===== config.mk =====
export PLATFORM = sky130hd
export DESIGN_NAME = char_lcd_4bit_sequencer
export DESIGN_NICKNAME = d
export VERILOG_FILES = /design/src/lcd4_pkg.sv /design/src/lcd4_ctrl.sv /design/src/lcd4_datapath.sv /design/src/char_lcd_4bit_sequencer.sv
export SDC_FILE = /design/constraint.sdc
export NUM_CORES = 1
export LEC_CHECK = 0
export ABC_CLOCK_PERIOD_IN_PS = 13700
export CAP_MARGIN = 20
export CORE_ASPECT_RATIO = 1.25
export CORE_MARGIN = 1
export CORE_UTILIZATION = 50
export CTS_BUF_LIST = sky130_fd_sc_hd__clkbuf_2
export DETAILED_ROUTE_END_ITERATION = 12
export DONT_BUFFER_PORTS = 1
export PLACE_DENSITY = 0.75
export SLEW_MARGIN = 15
export SYNTH_ARGS = -nofsm -noshare
export SYNTH_HDL_FRONTEND = slang
export SYNTH_HIERARCHICAL = 1
export SYNTH_SLANG_ARGS = --single-unit

===== constraint.sdc =====
create_clock -name clk -period 13.7 [get_ports clk]
set_input_delay 2.055 -clock clk [delete_from_list [all_inputs] [get_ports clk]]
set_output_delay 2.055 -clock clk [all_outputs]
set_load 0.05 [all_outputs]

===== src/lcd4_pkg.sv =====
// ----------------------------------------------------------------------------
// lcd4_pkg - shared types and constants for the 4-bit character LCD sequencer
// Request and phase payloads, controller command/status, register indexes
// and fixed byte codes of the display controller.
// ----------------------------------------------------------------------------
`default_nettype none

package lcd4_pkg;

	// request kinds
	localparam logic [2:0] REQ_INIT     = 3'd0;
	localparam logic [2:0] REQ_COMMAND  = 3'd1;
	localparam logic [2:0] REQ_DATA     = 3'd2;
	localparam logic [2:0] REQ_POSITION = 3'd3;
	localparam logic [2:0] REQ_CLEAR    = 3'd4;
	localparam logic [2:0] REQ_NUMBER   = 3'd5;

	// configuration register indexes
	localparam logic [2:0] CFG_POWER_UP_WAIT  = 3'd0;
	localparam logic [2:0] CFG_WAKEUP_WAIT    = 3'd1;
	localparam logic [2:0] CFG_SHORT_WAKEUP   = 3'd2;
	localparam logic [2:0] CFG_CLEAR_WAIT     = 3'd3;
	localparam logic [2:0] CFG_SETTLE_WAIT    = 3'd4;
	localparam logic [2:0] CFG_FUNCTION_SET   = 3'd5;
	localparam logic [2:0] CFG_DISPLAY_CTRL   = 3'd6;
	localparam logic [2:0] CFG_ENTRY_MODE     = 3'd7;

	// register reset values
	localparam logic [15:0] RST_POWER_UP_WAIT = 16'd50000;
	localparam logic [15:0] RST_WAKEUP_WAIT   = 16'd4500;
	localparam logic [15:0] RST_SHORT_WAKEUP  = 16'd150;
	localparam logic [15:0] RST_CLEAR_WAIT    = 16'd2000;
	localparam logic [15:0] RST_SETTLE_WAIT   = 16'd100;
	localparam logic [7:0]  RST_FUNCTION_SET  = 8'h28;
	localparam logic [7:0]  RST_DISPLAY_CTRL  = 8'h0C;
	localparam logic [7:0]  RST_ENTRY_MODE    = 8'h06;

	// display byte codes
	localparam logic [7:0] CLEAR_CMD    = 8'h01;
	localparam logic [7:0] ASCII_ZERO   = 8'h30;
	localparam logic [6:0] LINE1_OFFSET = 7'h40;
	localparam logic [3:0] WAKE_NIBBLE  = 4'h3;
	localparam logic [3:0] MODE4_NIBBLE = 4'h2;
	localparam logic [16:0] EDGE_HOLD_US = 17'd1;

	// sizing for the largest supported digit count (10)
	localparam int DIG_IDX_W = 4;   // holds 0..10
	localparam int NIB_W     = 5;   // nibble index, up to 20 nibbles
	localparam logic [NIB_W-1:0] INIT_NIBBLES = 5'd12;
	localparam logic [NIB_W-1:0] WAKE_NIBBLES = 5'd4;

	typedef struct packed {
		logic [2:0]  req_type;
		logic [7:0]  byte_value;
		logic        line_sel;
		logic [5:0]  column;
		logic [15:0] number_value;
		logic [2:0]  digit_count;
	} req_item_t;

	typedef struct packed {
		logic [3:0]  data_nibble;
		logic        reg_select;
		logic        enable_pin;
		logic [16:0] hold_us;
		logic        last_phase;
	} phase_item_t;

	// controller -> datapath
	typedef struct packed {
		logic                 load;     // capture request payload
		logic                 conv;     // one decimal digit step
		logic                 emit;     // load output register
		logic                 pwr;      // emit the power-up phase
		logic                 last;     // final phase of the request
		logic [NIB_W-1:0]     nib;      // nibble index within request
		logic [1:0]           phase;    // phase within nibble
		logic [DIG_IDX_W-1:0] dig;      // digit slot to write or read
	} dp_cmd_t;

	// datapath -> controller
	typedef struct packed {
		logic out_free;
	} dp_status_t;

endpackage

`default_nettype wire


===== src/lcd4_ctrl.sv =====
// ----------------------------------------------------------------------------
// lcd4_ctrl - request sequencer
// Walks each request through digit conversion (number), the power-up phase
// (init), then the nibble/phase sequence; one datapath command per cycle.
// ----------------------------------------------------------------------------
`default_nettype none

module lcd4_ctrl #(
	parameter int MAX_DIGITS = 5
) (
	input  wire logic                 clk,
	input  wire logic                 arst_n,
	input  wire logic                 req_valid,
	output logic                      req_ready,
	input  wire logic [2:0]           req_type,
	input  wire logic [2:0]           digit_count,
	output lcd4_pkg::dp_cmd_t         cmd,
	input  wire lcd4_pkg::dp_status_t stat
);

	localparam logic [1:0] ST_IDLE = 2'd0;
	localparam logic [1:0] ST_CONV = 2'd1;
	localparam logic [1:0] ST_PWR  = 2'd2;
	localparam logic [1:0] ST_EMIT = 2'd3;

	localparam logic [lcd4_pkg::DIG_IDX_W-1:0] DIG_MAX =
		lcd4_pkg::DIG_IDX_W'(MAX_DIGITS);

	logic [1:0]                          state_q, state_d;
	logic [2:0]                          req_q, req_d;
	logic [lcd4_pkg::NIB_W-1:0]          nib_q, nib_d;
	logic [1:0]                          ph_q, ph_d;
	logic [lcd4_pkg::DIG_IDX_W-1:0]      cnt_q, cnt_d;
	logic [lcd4_pkg::DIG_IDX_W-1:0]      dc_q, dc_d;
	logic [lcd4_pkg::DIG_IDX_W-1:0]      dc_in;
	logic [lcd4_pkg::NIB_W-1:0]          nib_total;
	logic                                accept;
	logic                                last;

	assign req_ready = (state_q == ST_IDLE);
	assign accept    = req_valid && req_ready;

	// saturate the digit count
	assign dc_in = ({1'b0, digit_count} > DIG_MAX) ? DIG_MAX : {1'b0, digit_count};

	always_comb begin
		unique case (req_q)
			lcd4_pkg::REQ_INIT:   nib_total = lcd4_pkg::INIT_NIBBLES;
			lcd4_pkg::REQ_NUMBER: nib_total = {dc_q, 1'b0};
			default:              nib_total = lcd4_pkg::NIB_W'(2);
		endcase
	end

	assign last = (nib_q == nib_total - 1'b1) && (ph_q == 2'd2);

	always_comb begin
		state_d = state_q;
		req_d   = req_q;
		nib_d   = nib_q;
		ph_d    = ph_q;
		cnt_d   = cnt_q;
		dc_d    = dc_q;

		cmd       = '0;
		cmd.nib   = nib_q;
		cmd.phase = ph_q;
		cmd.dig   = cnt_q;

		unique case (state_q)
			ST_IDLE: begin
				if (accept) begin
					cmd.load = 1'b1;
					req_d    = req_type;
					nib_d    = '0;
					ph_d     = 2'd0;
					cnt_d    = '0;
					dc_d     = dc_in;
					priority case (1'b1)
						req_type == lcd4_pkg::REQ_INIT: state_d = ST_PWR;
						req_type == lcd4_pkg::REQ_NUMBER:
							state_d = (dc_in == '0) ? ST_IDLE : ST_CONV;
						req_type == lcd4_pkg::REQ_COMMAND || req_type == lcd4_pkg::REQ_DATA ||
						req_type == lcd4_pkg::REQ_POSITION || req_type == lcd4_pkg::REQ_CLEAR:
							state_d = ST_EMIT;
						default: state_d = ST_IDLE;
					endcase
				end
			end
			ST_CONV: begin
				// digits come out least significant first into slot cnt
				cmd.conv = 1'b1;
				if (cnt_q == dc_q - 1'b1) begin
					state_d = ST_EMIT;
				end else begin
					cnt_d = cnt_q + 1'b1;
				end
			end
			ST_PWR: begin
				if (stat.out_free) begin
					cmd.emit = 1'b1;
					cmd.pwr  = 1'b1;
					state_d  = ST_EMIT;
				end
			end
			ST_EMIT: begin
				// most significant digit is read first
				cmd.dig = dc_q - 1'b1 - nib_q[lcd4_pkg::NIB_W-1:1];
				if (stat.out_free) begin
					cmd.emit = 1'b1;
					cmd.last = last;
					if (ph_q == 2'd2) begin
						ph_d  = 2'd0;
						nib_d = nib_q + 1'b1;
					end else begin
						ph_d = ph_q + 1'b1;
					end
					if (last) begin
						state_d = ST_IDLE;
					end
				end
			end
			default: state_d = ST_IDLE;
		endcase
	end

	always_ff @(posedge clk or negedge arst_n) begin
		if (!arst_n) begin
			state_q <= ST_IDLE;
			req_q   <= lcd4_pkg::REQ_INIT;
			nib_q   <= '0;
			ph_q    <= 2'd0;
			cnt_q   <= '0;
			dc_q    <= '0;
		end else begin
			state_q <= state_d;
			req_q   <= req_d;
			nib_q   <= nib_d;
			ph_q    <= ph_d;
			cnt_q   <= cnt_d;
			dc_q    <= dc_d;
		end
	end

endmodule

`default_nettype wire


===== src/lcd4_datapath.sv =====
// ----------------------------------------------------------------------------
// lcd4_datapath - registers, digit converter and phase builder
// Holds the configuration, the captured request, the decimal digits and
// the output register that drives the phase channel.
// ----------------------------------------------------------------------------
`default_nettype none

module lcd4_datapath #(
	parameter int MAX_DIGITS = 5
) (
	input  wire logic                 clk,
	input  wire logic                 arst_n,
	input  wire logic                 cfg_we,
	input  wire logic [2:0]           cfg_index,
	input  wire logic [15:0]          cfg_data,
	input  wire lcd4_pkg::req_item_t  req,
	input  wire lcd4_pkg::dp_cmd_t    cmd,
	output lcd4_pkg::dp_status_t      stat,
	output lcd4_pkg::phase_item_t     phase,
	output logic                      phase_valid,
	input  wire logic                 phase_ready
);

	localparam int DI_W = (MAX_DIGITS > 1) ? $clog2(MAX_DIGITS) : 1;
	localparam logic [15:0] RECIP10 = 16'd52429;   // 2^19 / 10, rounded up

	logic [15:0] power_up_q, wakeup_q, short_wakeup_q, clear_wait_q, settle_q;
	logic [7:0]  function_set_q, display_ctrl_q, entry_mode_q;

	logic [2:0]  req_q;
	logic [7:0]  byte_q;
	logic [15:0] num_q;
	logic [3:0]  digit_q [MAX_DIGITS];

	lcd4_pkg::phase_item_t out_q;
	logic                  out_valid_q;

	logic [7:0]  byte_in;
	logic [6:0]  addr;
	logic [31:0] prod;
	logic [15:0] quot;
	logic [15:0] rem;

	logic [lcd4_pkg::NIB_W-1:0] init_idx;
	logic [1:0]  init_byte;
	logic [7:0]  byte_sel;
	logic        hi;
	logic        wake;
	logic [3:0]  wake_val;
	logic        rs;
	logic [15:0] extra;
	logic [3:0]  nib_val;
	lcd4_pkg::phase_item_t build;

	// configuration
	always_ff @(posedge clk or negedge arst_n) begin
		if (!arst_n) begin
			power_up_q     <= lcd4_pkg::RST_POWER_UP_WAIT;
			wakeup_q       <= lcd4_pkg::RST_WAKEUP_WAIT;
			short_wakeup_q <= lcd4_pkg::RST_SHORT_WAKEUP;
			clear_wait_q   <= lcd4_pkg::RST_CLEAR_WAIT;
			settle_q       <= lcd4_pkg::RST_SETTLE_WAIT;
			function_set_q <= lcd4_pkg::RST_FUNCTION_SET;
			display_ctrl_q <= lcd4_pkg::RST_DISPLAY_CTRL;
			entry_mode_q   <= lcd4_pkg::RST_ENTRY_MODE;
		end else if (cfg_we) begin
			unique case (cfg_index)
				lcd4_pkg::CFG_POWER_UP_WAIT: power_up_q     <= cfg_data;
				lcd4_pkg::CFG_WAKEUP_WAIT:   wakeup_q       <= cfg_data;
				lcd4_pkg::CFG_SHORT_WAKEUP:  short_wakeup_q <= cfg_data;
				lcd4_pkg::CFG_CLEAR_WAIT:    clear_wait_q   <= cfg_data;
				lcd4_pkg::CFG_SETTLE_WAIT:   settle_q       <= cfg_data;
				lcd4_pkg::CFG_FUNCTION_SET:  function_set_q <= cfg_data[7:0];
				lcd4_pkg::CFG_DISPLAY_CTRL:  display_ctrl_q <= cfg_data[7:0];
				lcd4_pkg::CFG_ENTRY_MODE:    entry_mode_q   <= cfg_data[7:0];
				default: ;
			endcase
		end
	end

	// byte for single-byte requests; set-address sum fits in 7 bits
	assign addr = {1'b0, req.column} + (req.line_sel ? lcd4_pkg::LINE1_OFFSET : 7'h00);

	always_comb begin
		unique case (req.req_type)
			lcd4_pkg::REQ_POSITION: byte_in = {1'b1, addr};
			lcd4_pkg::REQ_CLEAR:    byte_in = lcd4_pkg::CLEAR_CMD;
			default:                byte_in = req.byte_value;
		endcase
	end

	// divide by ten via reciprocal, exact for 16-bit values
	assign prod = num_q * RECIP10;
	assign quot = 16'(prod[31:19]);
	assign rem  = num_q - ((quot << 3) + (quot << 1));

	always_ff @(posedge clk) begin
		if (cmd.load) begin
			req_q  <= req.req_type;
			byte_q <= byte_in;
			num_q  <= req.number_value;
		end else if (cmd.conv) begin
			num_q <= quot;
			digit_q[cmd.dig[DI_W-1:0]] <= rem[3:0];
		end
	end

	// phase builder
	assign init_idx  = cmd.nib - lcd4_pkg::WAKE_NIBBLES;
	assign init_byte = init_idx[2:1];

	always_comb begin
		byte_sel = byte_q;
		hi       = !cmd.nib[0];
		wake     = 1'b0;
		wake_val = lcd4_pkg::WAKE_NIBBLE;
		rs       = 1'b0;
		extra    = '0;
		unique case (req_q)
			lcd4_pkg::REQ_INIT: begin
				if (cmd.nib < lcd4_pkg::WAKE_NIBBLES) begin
					wake = 1'b1;
					unique case (cmd.nib[1:0])
						2'd0, 2'd1: extra = wakeup_q;
						2'd2:       extra = short_wakeup_q;
						default: begin
							wake_val = lcd4_pkg::MODE4_NIBBLE;
							extra    = '0;
						end
					endcase
				end else begin
					hi = !init_idx[0];
					unique case (init_byte)
						2'd0:    byte_sel = function_set_q;
						2'd1:    byte_sel = display_ctrl_q;
						2'd2:    byte_sel = lcd4_pkg::CLEAR_CMD;
						default: byte_sel = entry_mode_q;
					endcase
					if (init_byte == 2'd2 && init_idx[0]) begin
						extra = clear_wait_q;
					end
				end
			end
			lcd4_pkg::REQ_DATA: rs = 1'b1;
			lcd4_pkg::REQ_CLEAR: begin
				if (cmd.nib[0]) begin
					extra = clear_wait_q;
				end
			end
			lcd4_pkg::REQ_NUMBER: begin
				rs       = 1'b1;
				byte_sel = lcd4_pkg::ASCII_ZERO + {4'h0, digit_q[cmd.dig[DI_W-1:0]]};
			end
			default: ;
		endcase

		priority if (wake) begin
			nib_val = wake_val;
		end else if (hi) begin
			nib_val = byte_sel[7:4];
		end else begin
			nib_val = byte_sel[3:0];
		end

		build.data_nibble = nib_val;
		build.reg_select  = rs;
		build.enable_pin  = (cmd.phase == 2'd1);
		build.hold_us     = (cmd.phase == 2'd2) ? (17'(settle_q) + 17'(extra))
		                                        : lcd4_pkg::EDGE_HOLD_US;
		build.last_phase  = cmd.last;

		if (cmd.pwr) begin
			build         = '0;
			build.hold_us = 17'(power_up_q);
		end
	end

	// output register
	always_ff @(posedge clk or negedge arst_n) begin
		if (!arst_n) begin
			out_valid_q <= 1'b0;
		end else if (cmd.emit) begin
			out_valid_q <= 1'b1;
		end else if (phase_ready) begin
			out_valid_q <= 1'b0;
		end
	end

	always_ff @(posedge clk) begin
		if (cmd.emit) begin
			out_q <= build;
		end
	end

	assign stat.out_free = !out_valid_q || phase_ready;
	assign phase_valid   = out_valid_q;
	assign phase         = out_q;

endmodule

`default_nettype wire


===== src/char_lcd_4bit_sequencer.sv =====
// ----------------------------------------------------------------------------
// char_lcd_4bit_sequencer - host side of a 4-bit character LCD bus
// Expands init, command, data, position, clear and number requests into
// timed pin phases, high nibble first, three phases per nibble.
//
//   channel  | signals                               | role
//   ---------+---------------------------------------+----------------------
//   req      | req_valid, req_ready, req             | request in
//   phase    | phase_valid, phase_ready, phase       | pin phase out
//   cfg      | cfg_we, cfg_index, cfg_data           | register write
//
// A request is taken only while the sequencer is idle. Each phase passes
// through the output register; a number request first converts its digits
// with the reciprocal divide-by-ten step. A stall on phase_ready holds the
// sequencer; reset restores the register defaults.
// ----------------------------------------------------------------------------
`default_nettype none

module char_lcd_4bit_sequencer #(
	parameter int MAX_DIGITS = 5
) (
	input  wire logic                  clk,
	input  wire logic                  arst_n,
	input  wire logic                  req_valid,
	output logic                       req_ready,
	input  wire lcd4_pkg::req_item_t   req,
	output logic                       phase_valid,
	input  wire logic                  phase_ready,
	output lcd4_pkg::phase_item_t      phase,
	input  wire logic                  cfg_we,
	input  wire logic [2:0]            cfg_index,
	input  wire logic [15:0]           cfg_data
);

	lcd4_pkg::dp_cmd_t    cmd;
	lcd4_pkg::dp_status_t stat;

	lcd4_ctrl #(
		.MAX_DIGITS(MAX_DIGITS)
	) u_ctrl (
		.clk         (clk),
		.arst_n      (arst_n),
		.req_valid   (req_valid),
		.req_ready   (req_ready),
		.req_type    (req.req_type),
		.digit_count (req.digit_count),
		.cmd         (cmd),
		.stat        (stat)
	);

	lcd4_datapath #(
		.MAX_DIGITS(MAX_DIGITS)
	) u_datapath (
		.clk         (clk),
		.arst_n      (arst_n),
		.cfg_we      (cfg_we),
		.cfg_index   (cfg_index),
		.cfg_data    (cfg_data),
		.req         (req),
		.cmd         (cmd),
		.stat        (stat),
		.phase       (phase),
		.phase_valid (phase_valid),
		.phase_ready (phase_ready)
	);

`ifndef ASSERT_OFF
	// a phase is only loaded when the output register can take it
	a_emit_free: assert property (@(posedge clk) disable iff (!arst_n)
		cmd.emit |-> stat.out_free)
		else $error("phase loaded over a pending transaction");

	// no phase is loaded and no digit converted while a request may be taken
	a_idle_quiet: assert property (@(posedge clk) disable iff (!arst_n)
		req_ready |-> !cmd.emit && !cmd.conv)
		else $error("datapath active while idle");

	// the final phase returns the sequencer to idle
	a_last_idle: assert property (@(posedge clk) disable iff (!arst_n)
		cmd.emit && cmd.last |=> req_ready)
		else $error("sequencer not idle after final phase");
`endif

endmodule

`default_nettype wire

==> summary.md <==
| Metric | Value |
|---|---|
| Status | `complete, but fails checks` |
| Post-DP HPWL | `24.0 mm` |
| Post-Synthesis Cells | `1271` |
| IO Count | `87` |
| Synth Net Count | `1574` |
| Vias in the first global route | `9809` |
| Top Family by Delay on Critical Path | `adder cells` |
| Remaining routing DRC violations | `10` |
| TNS Setup | `0 ns` |
| Post-CTS setup buffers | `0` |
| Gpl congestion | `0.932` |
| P&R area growth vs syn | `4.47%` |
| Flop2flop setup slack | `7.52 ns` |
| Pin count of the biggest net entering global routing | `125` |
| Root Driver | `clkbuf_2` |
| Reg2reg start | `u_datapath/num_q[0]` |
| Post-layout util | `0.535` |
| Synth warnings | `6` |
| Worst Tran Pin Value | `1.06 ns` |
| Vias/cell | `5.75` |
| Die Y | `190 µm` |
| CTS hold repair buffers | `0` |
| WP data arrival | `6.77 ns` |
| Setup ws final | `7.52 ns` |
| Avg WL per Cell | `19.2 µm` |
| Avg Cell Area, Syn | `11.2 µm²` |
| Post-DRT Antenna Nets | `0` |
| Worst-path cell chain | `inv_1, ha_1, inv_1, ha_1, inv_1, fa_1, inv_1, fa_1, fa_1, inv_1, fa_1, inv_1, ha_1, nand3_1, nor2_1, o31ai_1, o21ai_0, a221o_1, a21oi_1, xnor2_1, ha_1, xnor2_1, xnor2_1, xnor2_1` |
| TritonRoute pass-1 iters | `12` |
| WHS Path Cells | `1` |
| Crit Path Max Fanout | `7` |
| Clock-pin slew on the worst setup and hold paths | `0.34 ns` |
| Tcrit/Tclk final | `0.451` |
| Clock buffer depth | `2` |
| Layout cell share with drive strength beyond 1 | `0.171` |
| Startpoint types | `flop` |
| Worst Path Buf+Inv | `6` |
| Clk Latency, worst-skew pair | `0.83 ns` |
| Total GRT Usage | `0.225` |
| DR iter-0 viols | `542` |
| Slowest stage delay, CP | `0.60 ns` |
| Cts repair resizes | `0` |
| CP Data Required Time | `14.29 ns` |
| First-pass GRT wire length | `50.8 mm` |
| Core ar. | `27700 µm²` |
| Via count | `9339` |
| Reg2Reg Depth | `24` |
| Final Net Count | `1563` |
| Grt total ovfl | `0` |
| Die W | `153 µm` |
| Crit end category | `flop` |
| H-tree levels | `4` |
| Terminus of the critical flop-to-flop path | `u_datapath/digit_q[1][3]` |
| Cell area after synthesis | `14200 µm²` |
| # setup viols final | `0` |
| Antenna violations before repair | `2` |
| Place WS | `7.67 ns` |
| CTS sink count | `195` |
| Routed Wire Length | `31.3 mm` |
| Most used cell along the critical path | `inv_1` |
| Slew Viols, Final | `0` |
| Full die area | `29100 µm²` |
| Initial core utilization | `0.512` |
| Setup Crit Path Kind | `flop to flop` |
| FP Rows | `68` |
| Worst hold path type | `flop to flop` |
| Clock buffer count from CTS | `17` |
| FMAX | `0.162 GHz` |
| Failing checks | `DRC` |
| Design Area, Final | `14800 µm²` |
| CTS tree | `yes` |
| RSZ-0062 raised after global routing | `false` |
| Fin. Hold Viols | `0` |
| Fillers | `2358` |
| Dpl cell area | `14600 µm²` |
| CP max-delay cell | `edfxtp_1` |
| Hold endpoint | `u_datapath/wakeup_q[0]` |
| Port Buffers | `0` |
| Tmin final | `6.18 ns` |
| Max Cap Viol | `0` |
| Hold_sp | `u_datapath/wakeup_q[0]` |
| Worst Clk Skew | `0.0627 ns` |
| Worst rel slew slack | `0.294` |
-- placed cells by master, fill, tap and decap left out, types with 5 or more instances in the layout --
cell type	n
inv_1	179
ha_1	160
mux2_2	113
dfrtp_1	94
fa_1	82
edfxtp_1	71
a21oi_1	69
nor2_1	52
nand2_1	50
o21ai_0	42
dfstp_2	30
xnor2_1	29
nor2b_1	29
nand3_1	20
clkbuf_2	17
a21o_1	15
a22o_1	14
xor2_1	13
nor3_1	12
o22ai_1	11
mux2i_1	9
nand2b_1	9
buf_4	9
a22oi_1	8
o21ai_1	7
and2_1	6
inv_6	5
nand3b_1	5
or3_1	5
nand4_1	5
nand4b_1	5
-- worst register-to-register path: cells and delay by family, from the launching register on --
kind / cells / cell delay, ns
buffers and inverters: 6 / 0.36
DFF: 1 / 0.60
xor gates and xnor gates: 4 / 0.73
adders and majority gates: 8 / 3.22
AOI/OAI and AO/OA: 4 / 0.82
and+or+nand+nor: 2 / 0.21
-- layer usage --
| layer | track usage | part of all wire | up-vias |
|---|---|---|---|
| met5 | 0 | 0 | - |
| met4 | 0.0769 | 0.025 | 0 |
| met3 | 0.0345 | 0.041 | 50 |
| met2 | 0.407 | 0.52 | 217 |
| met1 | 0.273 | 0.41 | 4694 |
| li1 | - | - | 4378 |
-- worst max-delay path by stage --
| stage | start | to | slack [ns] | depth (start not counted) |
|---|---|---|---|---|
| after floorplan | u_datapath/num_q[3] | u_datapath/digit_q[0][3] | 8.12 | 19 |
| after global placement | u_datapath/num_q[5] | u_datapath/digit_q[0][3] | 7.75 | 22 |
| after detailed placement | u_datapath/num_q[5] | u_datapath/digit_q[1][3] | 7.67 | 22 |
| after CTS | u_datapath/num_q[0] | u_datapath/digit_q[1][3] | 7.52 | 24 |
| after global routing | u_datapath/num_q[0] | u_datapath/digit_q[1][3] | 7.19 | 24 |
| final | u_datapath/num_q[0] | u_datapath/digit_q[1][3] | 7.52 | 24 |
-- flip-flops by register name (all words and copies together), names as in the netlist, 16 cells and up --
signal / flops
u_datapath/digit_q: 20
u_datapath/clear_wait_q: 16
u_datapath/wakeup_q: 16
u_datapath/settle_q: 16
u_datapath/num_q: 16
u_datapath/power_up_q: 16
u_datapath/phase: 24
u_datapath/short_wakeup_q: 16
-- final cells by class --
cell class                      count  area [µm²]  area share
Multi-Input combinational cell    853        8110       0.547
Sequential cell                   195        5270       0.356
Inverter                          183         687      0.0463
Tap cell                          350         438      0.0295
Clock inverter                     15         149      0.0100
Clock buffer                       17        85.1     0.00574
Timing Repair Buffer               10        82.6     0.00557
Antenna cell                        2        5.00    0.000338
-- stage by stage --
step / hold slack (ns) / cells
6_report: 0.538 / 1625
5_1_grt: 0.551 / 1624
4_1_cts: 0.538 / 1623
3_5_place_dp: 0.487 / 1591
3_3_place_gp: 0.481 / 1590
2_1_floorplan: 0.473 / 1271
Power is not shown: default switching activity piles up to over one toggle a cycle in this logic, so the estimate is an artifact.
